File: src/hdl/dvru_pkg.sv
`timescale 1ns / 1ps

package dvru_pkg;

    // Default table size.
    localparam int TABLE_DEPTH_DEF = 64;

    // Field widths fixed by the word format.
    localparam int ID_W   = 8;
    localparam int COST_W = 10;
    localparam int NBC_W  = 7;

    // Configuration port.
    localparam int CFG_IDX_W  = 2;
    localparam int CFG_DATA_W = 10;

    localparam logic [CFG_IDX_W-1:0] CFG_MY_ID          = 2'd0;
    localparam logic [CFG_IDX_W-1:0] CFG_NEIGHBOR_COUNT = 2'd1;
    localparam logic [CFG_IDX_W-1:0] CFG_INFINITY_COST  = 2'd2;

    localparam logic [COST_W-1:0] INFINITY_RESET = 10'd999;

    // Search word that walks along the cell chain. The match index travels
    // beside it because its width follows the table depth.
    typedef struct packed {
        logic              valid;
        logic [ID_W-1:0]   sender;
        logic [ID_W-1:0]   dest;
        logic              found_s;
        logic [COST_W-1:0] link;
        logic              found_d;
        logic [ID_W-1:0]   e_hop;
        logic [COST_W-1:0] e_cost;
    } t_token;

    // Entry write broadcast to all cells; the target index travels beside it.
    typedef struct packed {
        logic              en;
        logic [ID_W-1:0]   dest;
        logic [ID_W-1:0]   hop;
        logic [COST_W-1:0] cost;
    } t_wr;

endpackage

File: src/hdl/dvru_cell.sv
`timescale 1ns / 1ps

module dvru_cell
    import dvru_pkg::*;
#(
    parameter int TABLE_DEPTH = TABLE_DEPTH_DEF,
    parameter int INDEX       = 0,
    localparam int IDX_W      = (TABLE_DEPTH > 1) ? $clog2(TABLE_DEPTH) : 1,
    localparam int CNT_W      = $clog2(TABLE_DEPTH + 1)
) (
    input  logic              i_clk,
    input  logic              i_rst_n,
    input  logic [CNT_W-1:0]  i_count,
    input  logic [NBC_W-1:0]  i_nb_count,
    input  t_wr               i_wr,
    input  logic [IDX_W-1:0]  i_wr_idx,
    input  t_token            i_tok,
    input  logic [IDX_W-1:0]  i_at,
    output t_token            o_tok,
    output logic [IDX_W-1:0]  o_at
);

    localparam logic [IDX_W-1:0] MY_IDX  = IDX_W'(INDEX);
    localparam logic [CNT_W-1:0] MY_CNT  = CNT_W'(INDEX);
    localparam logic [8:0]       MY_IDX9 = 9'(INDEX);

    // Entry held by this cell.
    logic [ID_W-1:0]   r_dest;
    logic [ID_W-1:0]   r_hop;
    logic [COST_W-1:0] r_cost;

    t_token            r_tok;
    t_token            n_tok;
    logic [IDX_W-1:0]  r_at;
    logic [IDX_W-1:0]  n_at;

    logic              in_use;
    logic              is_nb;

    assign in_use = MY_CNT < i_count;
    assign is_nb  = in_use && (MY_IDX9 < {2'b00, i_nb_count});

    // Entry write when the broadcast targets this cell.
    always_ff @(posedge i_clk) begin
        if (i_wr.en && (i_wr_idx == MY_IDX)) begin
            r_dest <= i_wr.dest;
            r_hop  <= i_wr.hop;
            r_cost <= i_wr.cost;
        end
    end

    // Compare the passing word with this entry; earlier cells win.
    always_comb begin
        n_tok = i_tok;
        n_at  = i_at;
        if (i_tok.valid) begin
            if (is_nb && !i_tok.found_s && (r_dest == i_tok.sender)) begin
                n_tok.found_s = 1'b1;
                n_tok.link    = r_cost;
            end
            if (in_use && !i_tok.found_d && (r_dest == i_tok.dest)) begin
                n_tok.found_d = 1'b1;
                n_tok.e_hop   = r_hop;
                n_tok.e_cost  = r_cost;
                n_at          = MY_IDX;
            end
        end
    end

    // Hand the word to the next cell.
    always_ff @(posedge i_clk) begin
        if (!i_rst_n) begin
            r_tok.valid <= 1'b0;
        end else begin
            r_tok.valid <= n_tok.valid;
        end
        r_tok.sender  <= n_tok.sender;
        r_tok.dest    <= n_tok.dest;
        r_tok.found_s <= n_tok.found_s;
        r_tok.link    <= n_tok.link;
        r_tok.found_d <= n_tok.found_d;
        r_tok.e_hop   <= n_tok.e_hop;
        r_tok.e_cost  <= n_tok.e_cost;
        r_at          <= n_at;
    end

    assign o_tok = r_tok;
    assign o_at  = r_at;

endmodule

File: config.mk
export PLATFORM = sky130hd
export DESIGN_NAME = dvru_cell
export DESIGN_NICKNAME = d
export VERILOG_FILES = /design/src/hdl/dvru_pkg.sv /design/src/hdl/dvru_cell.sv
export SDC_FILE = /design/constraint.sdc
export NUM_CORES = 1
export LEC_CHECK = 0
export BUFFER_PORTS_ARGS = -buffer_cell sky130_fd_sc_hd__buf_2
export CAP_MARGIN = 10
export CORE_UTILIZATION = 42
export CTS_BUF_LIST = sky130_fd_sc_hd__clkbuf_4 sky130_fd_sc_hd__clkbuf_8 sky130_fd_sc_hd__clkbuf_16
export CTS_CLUSTER_SIZE = 16
export DETAILED_ROUTE_END_ITERATION = 16
export GPL_TIMING_DRIVEN = 0
export PLACE_DENSITY = 0.89
export SKIP_LAST_GASP = 1
export SYNTH_ARGS = -nofsm -noshare
export SYNTH_HDL_FRONTEND = slang
export SYNTH_SLANG_ARGS = --single-unit
File: constraint.sdc
create_clock -name i_clk -period 6.2 [get_ports i_clk]
set_input_delay 1.24 -clock i_clk [delete_from_list [all_inputs] [get_ports i_clk]]
set_output_delay 1.24 -clock i_clk [all_outputs]
set_load 0.05 [all_outputs]
==> metrics.cfg <==
[setup_path]
critPathMaxFanout = 9
reg2regPathDepth = 5
arrival_ps = 2940
crit_type = in2reg
r2r_start = r_dest[1]
critPathCaptureType = flip-flop
ff2ff_setup_slack_ps = 4330
reg2reg_to = o_tok[6]
critPathLaunchType = primary input
worstPathRequired_ps = 6230

[yosys]
syn_area_per_cell_um2 = 17.0
synthesis.area_mm2 = 0.00255
synth_seq_cells = 79
yosysTopAreaCell = dfxtp_1
synth_top_area_share = 0.416
ys_top_cells_by_area = dfxtp_1, edfxtp_1, mux2_4
syn-instance-count = 150
synth.net_count = 252
yosysWarnings = 0
yosysUniqueCellTypes = 18
ys_seq_area_frac = 0.722

[sta]
max_freq_ghz = 0.344
fin_setup_tns_ps = 0
worstMarginPinSlew_ps = 618
holdWs_ps = 477
drv_slew = 0
finalHoldViolations = 0
rsz0062_at_grt = false
finalCritPeriodShare = 0.469
min_period_ps = 2910
clock_skew_ps = 8.68
setup_slack_ps = 3290
slew_headroom = 0.585
setup_violations = 0

[detailed_routing]
ant_nets = 0
vias = 1760
initialDrtViolationCount = 33
via_per_inst = 4.42
drt_pass1_iterations = 3
routed_wl_um = 5280
wl_per_cell_um = 13.3
drc = 0

[global_routing]
grt_overflow = 0
grt_max_degree = 13
grt_pass1_vias = 1743
grt_first_pass_wirelength_um = 7760
antenna_found_initial = 0
grt_util_all_layers = 0.166

[finish]
syn2layout_area_growth_pct = 42.4
fillers = 498
drive_gt1_frac = 0.632
nNetsFinal = 420
final_common_cell = buf_2
diodes = 0
most-common-layout-cells = buf_2, dfxtp_1, edfxtp_1, xor2_1, mux2_2

[power]
total_power_mw = 1.05
power_leakage_nw = 1.72
power.density_mw_per_mm2 = 290
ir_worst_vdd_v = 0.000142

[worst_hold_path]
min_path_type = reg2reg
hp-start = r_hop[3]
hold_depth = 1
whs_endpoint = o_tok[13]

[clock_network]
cts_resized = 0
cts_hold_buf = 0
h-tree-depth = 3
tritoncts = built
worstSkewPairLatency_ps = 330
cts.clk_slew.worst_paths_ps = 80
cts_buffers = 9
clock_sinks = 79
clock_path_buffers = 2
clockRootBuffer = clkbuf_8
post-cts-setup-buffers = 0

[placed_design]
place_ws_ps = 2920
place.gp.congestion = 0.671
place_hpwl_um = 4260
portBuffers = 154

[die]
io_pins = 155
die_h_um = 80.0
initial_core_util = 0.434
die_w_um = 80.0
core.rowCount = 28
core_area_mm2 = 0.00589
dieArea_mm2 = 0.00639

[run]
drv_cap = 0

[status]
run_status = complete, no violations

## stage by stage
step	std cells	area, um^2	utilization
after floorplan	150	2550	-
after global placement	379	3420	0.581
after detailed placement	382	3450	0.585
after CTS	398	3630	0.617
after global routing	398	3630	0.617
final	398	3630	0.617
## registers in the layout, summed over array words and instances, names as in the netlist
register / count
o_at: 6
r_hop: 8
r_cost: 10
o_tok: 47
r_dest: 8
## kinds of logic (layout without fill, tap and decap cells)
group / after synthesis / count (layout) / share of synthesized area
xor gates and xnor gates: 16 / 16 / 0.0549
DFF: 79 / 79 / 0.722
buffers and inverters: 3 / 176 / 0.0108
AOI/OAI and AO/OA: 2 / 2 / 0.00588
muxes: 28 / 28 / 0.143
and+or+nand+nor: 22 / 22 / 0.0642
## metal layers
| metal | up-vias | track usage | wire, um |
|---|---|---|---|
| met1 | 793 | 0.179 | 2050 |
| met2 | 89 | 0.297 | 2740 |
| met4 | 0 | 0.0714 | 107 |
| li1 | 865 | - | - |
| met3 | 13 | 0.0526 | 382 |
| met5 | - | 0 | 0 |
## synthesized netlist by cell type
cell      count
nor2_1        1
buf_2         1
nand4_4       1
nand2b_1      2
buf_6         2
nand4_1       1
a21boi_1      1
xor2_1       16
nor4_4        1
mux2_4       13
a211oi_1      1
or4b_2        1
dfxtp_1      53
and2_1        7
nor4_1        4
edfxtp_1     26
mux2_2       15
nor3_1        4
## where the power goes
part	switching, mW	internal, mW	total (mW)
combinational	0.0902	0.0487	0.139
sequential	0.00466	0.553	0.558
clock	0.165	0.191	0.356
## cell type report
class	count	area (um^2)	area share
plain buffers	3	27.5	0.00758
well taps	75	93.8	0.0258
clock buffers	10	138	0.0379
flip-flops and latches	79	1840	0.507
clock inverters	6	50.0	0.0138
repair buffers	157	793	0.218
multi-input cells	68	689	0.190
## worst max-delay path, cell delays in order
cell    delay (ps)
buf_2           90
or4b_2         660
nor4_2         480
buf_4          270
buf_4          190
## worst max-delay path by stage
stage	from	end	slack (ps)	cells past startpoint
floorplan	i_wr_idx[2]	r_cost[0]	1310	2
global placement	i_wr_idx[2]	r_hop[7]	80	3
detailed placement	i_wr_idx[2]	r_hop[7]	2920	5
CTS	i_wr_idx[2]	r_hop[5]	3280	5
global route	i_wr_idx[2]	r_hop[6]	3190	5
finish	i_wr_idx[2]	r_hop[5]	3290	5
No activity file was read; power rests on OpenSTA's default activity.
